### src/rtl/fpi_pkg.sv
package fpi_pkg;

  localparam int WORD_WIDTH     = 32;
  localparam int FRAC_BITS      = 28;
  localparam int DIGIT_BITS     = 4;
  localparam int N_DIGITS       = WORD_WIDTH / DIGIT_BITS;
  localparam int DIGIT_CNT_BITS = (N_DIGITS > 1) ? $clog2(N_DIGITS) : 1;
  localparam int ITER_BITS      = 12;
  localparam int CFG_INDEX_BITS = 8;
  localparam int CFG_DATA_BITS  = WORD_WIDTH;

  localparam logic [ITER_BITS-1:0] ITER_RESET = ITER_BITS'(100);

  localparam logic [CFG_INDEX_BITS-1:0] CFG_MODE = CFG_INDEX_BITS'(0);
  localparam logic [CFG_INDEX_BITS-1:0] CFG_ITER = CFG_INDEX_BITS'(1);
  localparam logic [CFG_INDEX_BITS-1:0] CFG_CRE  = CFG_INDEX_BITS'(2);
  localparam logic [CFG_INDEX_BITS-1:0] CFG_CIM  = CFG_INDEX_BITS'(3);

  typedef logic signed [WORD_WIDTH-1:0] word_t;

  typedef struct packed {
    logic                 mode;
    logic [ITER_BITS-1:0] iter;
    word_t                cre;
    word_t                cim;
  } cfg_t;

  typedef enum logic [2:0] {
    ST_IDLE,
    ST_START,
    ST_MUL,
    ST_ADD1,
    ST_ADD2,
    ST_DONE
  } state_t;

endpackage

### src/rtl/fractal_point_iterator_core.sv
// Mandelbrot / Julia point iterator, signed Q4.28 fixed point.
// Points arrive on s_axis (tdata: point_re, point_im). Each point yields one
// item on m_axis: tdata carries final_re, final_im, tuser carries escaped.
// Mode, iteration count and the Julia constant sit behind the cfg write
// channel (index 0 mode, 1 count, 2 c real, 3 c imag); cfg_ready is always
// high and writes are meant to happen between points.
// One point is worked at a time. An iteration loads the three digit-serial
// multipliers, runs 8 digit steps (4 bits of the word per cycle), then one
// rounding and range check, one step to hand the products back, and two
// checked adds.
// The result is offered once the last iteration ends, or sooner when the
// point escapes early.
// The result sits in an output register; s_axis_tready rises again once the
// result is loaded there, so the next point can start while it waits.
// A finished point whose output register is still full waits until the
// receiver takes the earlier item; nothing is dropped under stall.
// Synchronous reset clears the control state, empties the output register
// and restores mode 0, count 100 and a zero Julia constant.
module fractal_point_iterator_core (
  input  logic                                clk,
  input  logic                                rst,
  input  logic                                s_axis_tvalid,
  output logic                                s_axis_tready,
  input  logic [2*fpi_pkg::WORD_WIDTH-1:0]    s_axis_tdata,  // point_re, point_im
  output logic                                m_axis_tvalid,
  input  logic                                m_axis_tready,
  output logic [2*fpi_pkg::WORD_WIDTH-1:0]    m_axis_tdata,  // final_re, final_im
  output logic                                m_axis_tuser,  // escaped
  input  logic                                cfg_valid,
  output logic                                cfg_ready,
  input  logic [fpi_pkg::CFG_INDEX_BITS-1:0]  cfg_index,
  input  logic [fpi_pkg::CFG_DATA_BITS-1:0]   cfg_data
);
  import fpi_pkg::*;

  localparam int W = WORD_WIDTH;

  cfg_t   cfg;
  state_t state, state_next;

  word_t                z_re, z_im, c_re, c_im;
  word_t                d_re, d_im;
  logic [ITER_BITS-1:0] remain;
  logic                 esc;
  word_t                m_re, m_im;
  logic                 m_esc;
  logic                 m_valid;

  logic  s_fire, out_free, mul_start, mul_done, mul_ovf;
  logic  done_rr, done_ii, done_ri, ovf_rr, ovf_ii, ovf_ri;
  word_t rr, ii, ri;
  word_t in_re, in_im;
  logic [W:0] sum_d, sum_t, sum_nre, sum_nim;
  logic  add1_ovf, add2_ovf;

  fpi_cfg_regs u_cfg (
    .clk      (clk),
    .rst      (rst),
    .cfg_valid(cfg_valid),
    .cfg_ready(cfg_ready),
    .cfg_index(cfg_index),
    .cfg_data (cfg_data),
    .cfg      (cfg)
  );

  fpi_serial_mult u_mul_rr (
    .clk(clk), .rst(rst), .start(mul_start), .a(z_re), .b(z_re),
    .done(done_rr), .res(rr), .ovf(ovf_rr)
  );

  fpi_serial_mult u_mul_ii (
    .clk(clk), .rst(rst), .start(mul_start), .a(z_im), .b(z_im),
    .done(done_ii), .res(ii), .ovf(ovf_ii)
  );

  fpi_serial_mult u_mul_ri (
    .clk(clk), .rst(rst), .start(mul_start), .a(z_re), .b(z_im),
    .done(done_ri), .res(ri), .ovf(ovf_ri)
  );

  assign in_re    = word_t'(s_axis_tdata[W-1:0]);
  assign in_im    = word_t'(s_axis_tdata[2*W-1:W]);
  assign s_axis_tready = (state == ST_IDLE);
  assign s_fire   = s_axis_tvalid && s_axis_tready;
  assign out_free = !m_valid || m_axis_tready;
  assign mul_done = done_rr & done_ii & done_ri;
  assign mul_ovf  = ovf_rr | ovf_ii | ovf_ri;

  // checked adds, one extra bit to see leaving the word range
  assign sum_d    = {rr[W-1], rr} - {ii[W-1], ii};
  assign sum_t    = {ri[W-1], ri} + {ri[W-1], ri};
  assign add1_ovf = (sum_d[W] ^ sum_d[W-1]) | (sum_t[W] ^ sum_t[W-1]);
  assign sum_nre  = {d_re[W-1], d_re} + {c_re[W-1], c_re};
  assign sum_nim  = {d_im[W-1], d_im} + {c_im[W-1], c_im};
  assign add2_ovf = (sum_nre[W] ^ sum_nre[W-1]) | (sum_nim[W] ^ sum_nim[W-1]);

  always_ff @(posedge clk) begin
    if (rst) begin
      state <= ST_IDLE;
    end else begin
      state <= state_next;
    end
  end

  always_comb begin
    state_next = state;
    mul_start  = 1'b0;
    unique case (state)
      ST_IDLE: begin
        if (s_fire) begin
          state_next = (cfg.iter == '0) ? ST_DONE : ST_START;
        end
      end
      ST_START: begin
        mul_start  = 1'b1;
        state_next = ST_MUL;
      end
      ST_MUL: begin
        if (mul_done) begin
          state_next = mul_ovf ? ST_DONE : ST_ADD1;
        end
      end
      ST_ADD1: begin
        state_next = add1_ovf ? ST_DONE : ST_ADD2;
      end
      ST_ADD2: begin
        if (add2_ovf || remain == ITER_BITS'(1)) begin
          state_next = ST_DONE;
        end else begin
          state_next = ST_START;
        end
      end
      ST_DONE: begin
        if (out_free) begin
          state_next = ST_IDLE;
        end
      end
      default: state_next = ST_IDLE;
    endcase
  end

  always_ff @(posedge clk) begin
    case (state)
      ST_IDLE: begin
        if (s_fire) begin
          remain <= cfg.iter;
          esc    <= 1'b0;
          if (cfg.mode) begin
            z_re <= in_re;
            z_im <= in_im;
            c_re <= cfg.cre;
            c_im <= cfg.cim;
          end else begin
            z_re <= '0;
            z_im <= '0;
            c_re <= in_re;
            c_im <= in_im;
          end
        end
      end
      ST_MUL: begin
        if (mul_done && mul_ovf) begin
          esc <= 1'b1;
        end
      end
      ST_ADD1: begin
        d_re <= word_t'(sum_d[W-1:0]);
        d_im <= word_t'(sum_t[W-1:0]);
        if (add1_ovf) begin
          esc <= 1'b1;
        end
      end
      ST_ADD2: begin
        if (add2_ovf) begin
          esc <= 1'b1;
        end else begin
          z_re   <= word_t'(sum_nre[W-1:0]);
          z_im   <= word_t'(sum_nim[W-1:0]);
          remain <= remain - 1'b1;
        end
      end
      ST_DONE: begin
        if (out_free) begin
          m_re  <= esc ? '0 : z_re;
          m_im  <= esc ? '0 : z_im;
          m_esc <= esc;
        end
      end
      default: ;
    endcase
  end

  always_ff @(posedge clk) begin
    if (rst) begin
      m_valid <= 1'b0;
    end else if (state == ST_DONE && out_free) begin
      m_valid <= 1'b1;
    end else if (m_axis_tready) begin
      m_valid <= 1'b0;
    end
  end

  assign m_axis_tvalid = m_valid;
  assign m_axis_tdata  = {m_im, m_re};
  assign m_axis_tuser  = m_esc;

endmodule

### src/rtl/fpi_cfg_regs.sv
module fpi_cfg_regs (
  input  logic                                clk,
  input  logic                                rst,
  input  logic                                cfg_valid,
  output logic                                cfg_ready,
  input  logic [fpi_pkg::CFG_INDEX_BITS-1:0]  cfg_index,
  input  logic [fpi_pkg::CFG_DATA_BITS-1:0]   cfg_data,
  output fpi_pkg::cfg_t                       cfg
);
  import fpi_pkg::*;

  assign cfg_ready = 1'b1;

  always_ff @(posedge clk) begin
    if (rst) begin
      cfg.mode <= 1'b0;
      cfg.iter <= ITER_RESET;
      cfg.cre  <= '0;
      cfg.cim  <= '0;
    end else if (cfg_valid) begin
      unique case (cfg_index)
        CFG_MODE: cfg.mode <= cfg_data[0];
        CFG_ITER: cfg.iter <= cfg_data[ITER_BITS-1:0];
        CFG_CRE:  cfg.cre  <= word_t'(cfg_data[WORD_WIDTH-1:0]);
        CFG_CIM:  cfg.cim  <= word_t'(cfg_data[WORD_WIDTH-1:0]);
        default: ;
      endcase
    end
  end

endmodule

### src/rtl/fpi_serial_mult.sv
// Digit-serial magnitude multiplier, one digit of b per cycle, then a
// finishing step that floors the scaled product and checks the word range.
module fpi_serial_mult (
  input  logic                  clk,
  input  logic                  rst,
  input  logic                  start,
  input  fpi_pkg::word_t        a,
  input  fpi_pkg::word_t        b,
  output logic                  done,
  output fpi_pkg::word_t        res,
  output logic                  ovf
);
  import fpi_pkg::*;

  localparam int W  = WORD_WIDTH;
  localparam int QW = 2 * WORD_WIDTH - FRAC_BITS;

  logic [W-1:0]              xmag;
  logic [W-1:0]              ymag;
  logic [W-1:0]              acc;
  logic [W-1:0]              low;
  logic                      neg;
  logic [DIGIT_CNT_BITS-1:0] cnt;
  logic                      run;
  logic                      fin;

  logic [W-1:0]            a_mag;
  logic [W-1:0]            b_mag;
  logic [W+DIGIT_BITS-1:0] sum;
  logic [QW-1:0]           qf;
  logic                    sticky;
  logic [QW:0]             mag;
  logic [QW:0]             lim;

  assign a_mag = a[W-1] ? (~a + 1'b1) : a;
  assign b_mag = b[W-1] ? (~b + 1'b1) : b;

  assign sum = (W+DIGIT_BITS)'(acc)
             + (W+DIGIT_BITS)'(xmag) * (W+DIGIT_BITS)'(ymag[DIGIT_BITS-1:0]);

  // product is {acc, low}; bits below FRAC_BITS only matter for rounding
  assign qf     = {acc, low[W-1:FRAC_BITS]};
  assign sticky = |low[FRAC_BITS-1:0];
  // a negative product floors away from zero on its magnitude
  assign mag    = (QW+1)'(qf) + (QW+1)'(neg & sticky);
  assign lim    = neg ? ((QW+1)'(1) << (W-1)) : (((QW+1)'(1) << (W-1)) - (QW+1)'(1));

  always_ff @(posedge clk) begin
    if (rst) begin
      run  <= 1'b0;
      fin  <= 1'b0;
      done <= 1'b0;
    end else begin
      done <= 1'b0;
      if (start) begin
        run <= 1'b1;
        fin <= 1'b0;
      end else if (run) begin
        if (cnt == DIGIT_CNT_BITS'(N_DIGITS - 1)) begin
          run <= 1'b0;
          fin <= 1'b1;
        end
      end else if (fin) begin
        fin  <= 1'b0;
        done <= 1'b1;
      end
    end
  end

  always_ff @(posedge clk) begin
    if (start) begin
      xmag <= a_mag;
      ymag <= b_mag;
      neg  <= a[W-1] ^ b[W-1];
      acc  <= '0;
      low  <= '0;
      cnt  <= '0;
    end else if (run) begin
      acc  <= sum[W+DIGIT_BITS-1:DIGIT_BITS];
      low  <= {sum[DIGIT_BITS-1:0], low[W-1:DIGIT_BITS]};
      ymag <= ymag >> DIGIT_BITS;
      cnt  <= cnt + 1'b1;
    end else if (fin) begin
      ovf <= (mag > lim);
      res <= neg ? word_t'(~mag[W-1:0] + 1'b1) : word_t'(mag[W-1:0]);
    end
  end

endmodule

### config.mk
export PLATFORM = sky130hd
export DESIGN_NAME = fractal_point_iterator_core
export DESIGN_NICKNAME = d
export VERILOG_FILES = /design/src/rtl/fpi_pkg.sv /design/src/rtl/fractal_point_iterator_core.sv /design/src/rtl/fpi_cfg_regs.sv /design/src/rtl/fpi_serial_mult.sv
export SDC_FILE = /design/constraint.sdc
export NUM_CORES = 2
export LEC_CHECK = 0
export ABC_CLOCK_PERIOD_IN_PS = 22500
export BUFFER_PORTS_ARGS = -buffer_cell sky130_fd_sc_hd__buf_2
export CAP_MARGIN = 0
export CORE_UTILIZATION = 35
export CTS_BUF_LIST = sky130_fd_sc_hd__clkbuf_4 sky130_fd_sc_hd__clkbuf_8
export DETAILED_ROUTE_END_ITERATION = 8
export GPL_TIMING_DRIVEN = 0
export RECOVER_POWER = 50
export SLEW_MARGIN = 25
export SYNTH_ARGS = -nofsm -noshare
export SYNTH_HDL_FRONTEND = slang
export SYNTH_HIERARCHICAL = 1
export SYNTH_SLANG_ARGS = --single-unit
### constraint.sdc
create_clock -name clk -period 22.5 [get_ports clk]
set_input_delay 3.375 -clock clk [delete_from_list [all_inputs] [get_ports clk]]
set_output_delay 3.375 -clock clk [all_outputs]
set_load 0.01 [all_outputs]
==> flow_metrics.env <==
export IMPL_layout_filler_cells=17171
export IMPL_crit_chain="clkbuf_1 -> nor2b_1 -> nor2b_1 -> clkbuf_1 -> clkbuf_1 -> clkbuf_1 -> nor2_1 -> and2_0 -> clkbuf_1 -> nor2b_1"
export IMPL_maximum_clock_frequency_mhz=147
export IMPL_first_global_vias=47826
export IMPL_wl_per_cell_um=21.6
export IMPL_floorplan_rows=153
export IMPL_net_count_after_synthesis=6954
export IMPL_postCtsResizedCells=0
export IMPL_critPathMostFrequentCell="clkbuf_1"
export IMPL_detailedPlacementHpwl_um=152000
export IMPL_ffs_w_async_s_r_synth_pct=0
export IMPL_synth_distinct_cells=106
export IMPL_cts_htree_levels=4
export IMPL_gr_total_overflow=0
export IMPL_critical_path_class="flip-flop to flip-flop"
export IMPL_violations="max-capacitance violations, max-slew violations"
export IMPL_die_area_um2=177000
export IMPL_final_layout_size_suffix_gt1_share_pct=8.08
export IMPL_synth_top_cell_by_area="edfxtp_1"
export IMPL_ctsLongestPathBuffers=3
export IMPL_totalNegativeSetupSlack_ps=0
export IMPL_dominantRegCellSynth="edfxtp_1"
export IMPL_global_route_usage_total_pct=21.6
export IMPL_crit_path_start_kind="flip-flop"
export IMPL_routed_wl_um=195000
export IMPL_timing_final_max_slew_violations=261
export IMPL_largest_reg_flops=77
export IMPL_reg2reg_from="state[0]$_SDFFE_PP0P_"
export IMPL_grt_start_max_net_pins=44
export IMPL_stdcell_area_um2=68700
export IMPL_setup_viol=0
export IMPL_fp_dieH_um=421
export IMPL_total_number_of_vias=48155
export IMPL_grt_most_used_layer="met2"
export IMPL_gpl_final_weighted_congestion=0.942
export IMPL_syn_mean_instance_area_um2=9.87
export IMPL_hold_path_class="flip-flop to flip-flop"
export IMPL_postCtsSetupBuffers=0
export IMPL_cap_viol_max_count=9
export IMPL_critical_path_max_stage_delay_ps=1490
export IMPL_post_cts_hold_buffer_count=0
export IMPL_arrival_ps=7440
export IMPL_antenna_violating_nets_left=0
export IMPL_max_vdd_ir_drop_mv=0.134
export IMPL_coreArea_um2=174000
export IMPL_critical_path_start="state[0]$_SDFFE_PP0P_"
export IMPL_groute_layer_met1_usage_pct=27.7
export IMPL_vias_per_cell=5.33
export IMPL_path_max_fanout=33
export IMPL_endpoint_kind="flip-flop"
export IMPL_number_of_antenna_violations_at_the_first_check_in_global_routing=9
export IMPL_num_io_pins=177
export IMPL_setup_repair_after_global_routing_missed_its_margin="false"
export IMPL_postSynthCellCount=6226
export IMPL_drc=0
export IMPL_post_synth_edffs=563
export IMPL_clock_latency_ps=920
export IMPL_largest_register="u_cfg/cfg"
export IMPL_fin_nets=7301
export IMPL_initial_utilization_pct=35.3
export IMPL_post_dp_cell_area_um2=65500
export IMPL_synth_area_top_cells="edfxtp_1 28%, dfxtp_1 9.5%, fa_1 9.0%"
export IMPL_cts_root_buffer_cell="clkbuf_8"
export IMPL_area_growth_synth_to_final_pct=11.8
export IMPL_max_slew_margin_rel_pct=-55.8
export IMPL_floorplan_die_width_um=421
export IMPL_gr_usage_met2_pct=35.3
export IMPL_dp_cells=8740
export IMPL_min_delay_start="u_mul_ri/res[15]$_DFFE_PP_"
export IMPL_synth_ff_latch_count=854
export IMPL_power_static_leakage_nw=27.6
export IMPL_ys_warn_count=6
export IMPL_timing_clock_skew_ps=66.0
export IMPL_detail_route_first_pass_iterations=6
export IMPL_timing_critical_path_required_ps=23120
export IMPL_hold_violations=0
export IMPL_worst_slew_pin_slew_ps=2340
export IMPL_layout_cells_non_filler=9030
export IMPL_crit_path_top_delay_cell="nor2b_1"
export IMPL_post_synth_top_area_fraction_pct=27.5
export IMPL_final_min_period_over_clock_period_pct=30.3
export IMPL_power_per_cell_area_nw_per_um2=161
export IMPL_outcome="finished with violations"
export IMPL_mappedNetlistArea_um2=61400
export IMPL_cts_inserted_buffers=154
export IMPL_grt_pass1_wl_um=293000
export IMPL_clock_tree_from_tritoncts="built"
export IMPL_synth_seq_area_share_pct=37.0
export IMPL_placement_io_buffers=175
export IMPL_clk_transition_reported_paths_ps=60
export IMPL_clkSinkCount=854
export IMPL_grt_use_met3_pct=2.69
export IMPL_drt_iter0_markers=3735
export IMPL_period_needed_ps=6820
==> cell usage in the layout, fill, tap and decap left out, types with 219 or more instances in the layout <==
cell / n
xnor2_1: 364
dfxtp_1: 291
a21oi_1: 294
nor2_1: 418
and2_1: 388
o21ai_0: 260
fa_1: 276
clkbuf_1: 276
inv_1: 521
mux2i_1: 219
nand2_1: 304
ha_1: 343
edfxtp_1: 563
==> power breakdown <==
part,internal (mW),switching [mW]
Combinational,2.75,4.26
Sequential,2.09,0.336
Clock,0.935,0.716
==> cell families after synthesis <==
group / after synthesis / share of synthesized area (%)
and+or+nand+nor: 1980 / 17.3
AOI/OAI and AO/OA: 1176 / 12.5
DFF: 854 / 37.0
buffers and inverters: 781 / 4.90
adders and majority gates: 619 / 16.0
xor gates and xnor gates: 525 / 7.49
muxes: 290 / 4.87
other: 1 / 0.00611
==> Yosys cell counts, types with 167 or more instances <==
master,number
mux2i_1,219
xnor2_1,364
o21ai_0,251
nand3_1,167
clkbuf_1,201
nand2_1,304
dfxtp_1,291
edfxtp_1,563
a21oi_1,293
and2_1,397
inv_1,521
fa_1,276
nor2_1,418
ha_1,343
==> stage by stage <==
stage / setup WS [ps] / total power [mW] / utilization, % / hold slack (ps)
3_3_place_gp: 10450 / 9.32 / 37.5 / 402
5_1_grt: 15200 / 12.1 / 39.5 / 420
2_1_floorplan: 15160 / 7.54 / - / 400
4_1_cts: 16000 / 11.1 / 39.6 / 416
3_5_place_dp: 16040 / 9.38 / 37.7 / 405
6_report: 15680 / 11.1 / 39.5 / 417
==> layer usage <==
metal	vias up	part of all wire (%)
li1	22690	-
met2	1487	46
met3	358	5.2
met5	-	0
met4	0	6.0
met1	23620	42
==> worst max-delay path: cells and delay by family (launching register included) <==
family,cells,cell delay [ps]
buf+inv,5,3460
flops,1,310
simple gates,5,2730
==> final timing paths <==
path,to,slack (ps),depth (start not counted)
setup reg to reg,u_mul_rr/done$_SDFF_PP0_,15680,10
hold reg to reg,d_im[16]$_DFFE_PP_,420,0
hold / removal,d_im[16]$_DFFE_PP_,420,0
setup / recovery,u_mul_rr/done$_SDFF_PP0_,15680,10
==> cell type report <==
class	instances	area [µm²]	area share (%)
Multi-Input combinational cell	4591	35600	51.8
Sequential cell	854	22700	33.1
Tap cell	2325	2910	4.24
Clock buffer	232	2840	4.13
Inverter	523	1960	2.86
Buffer	258	1050	1.53
Timing Repair Buffer	191	947	1.38
Clock inverter	55	631	0.918
Antenna cell	1	2.50	0.00364
Power figures use the tool's default switching activity.
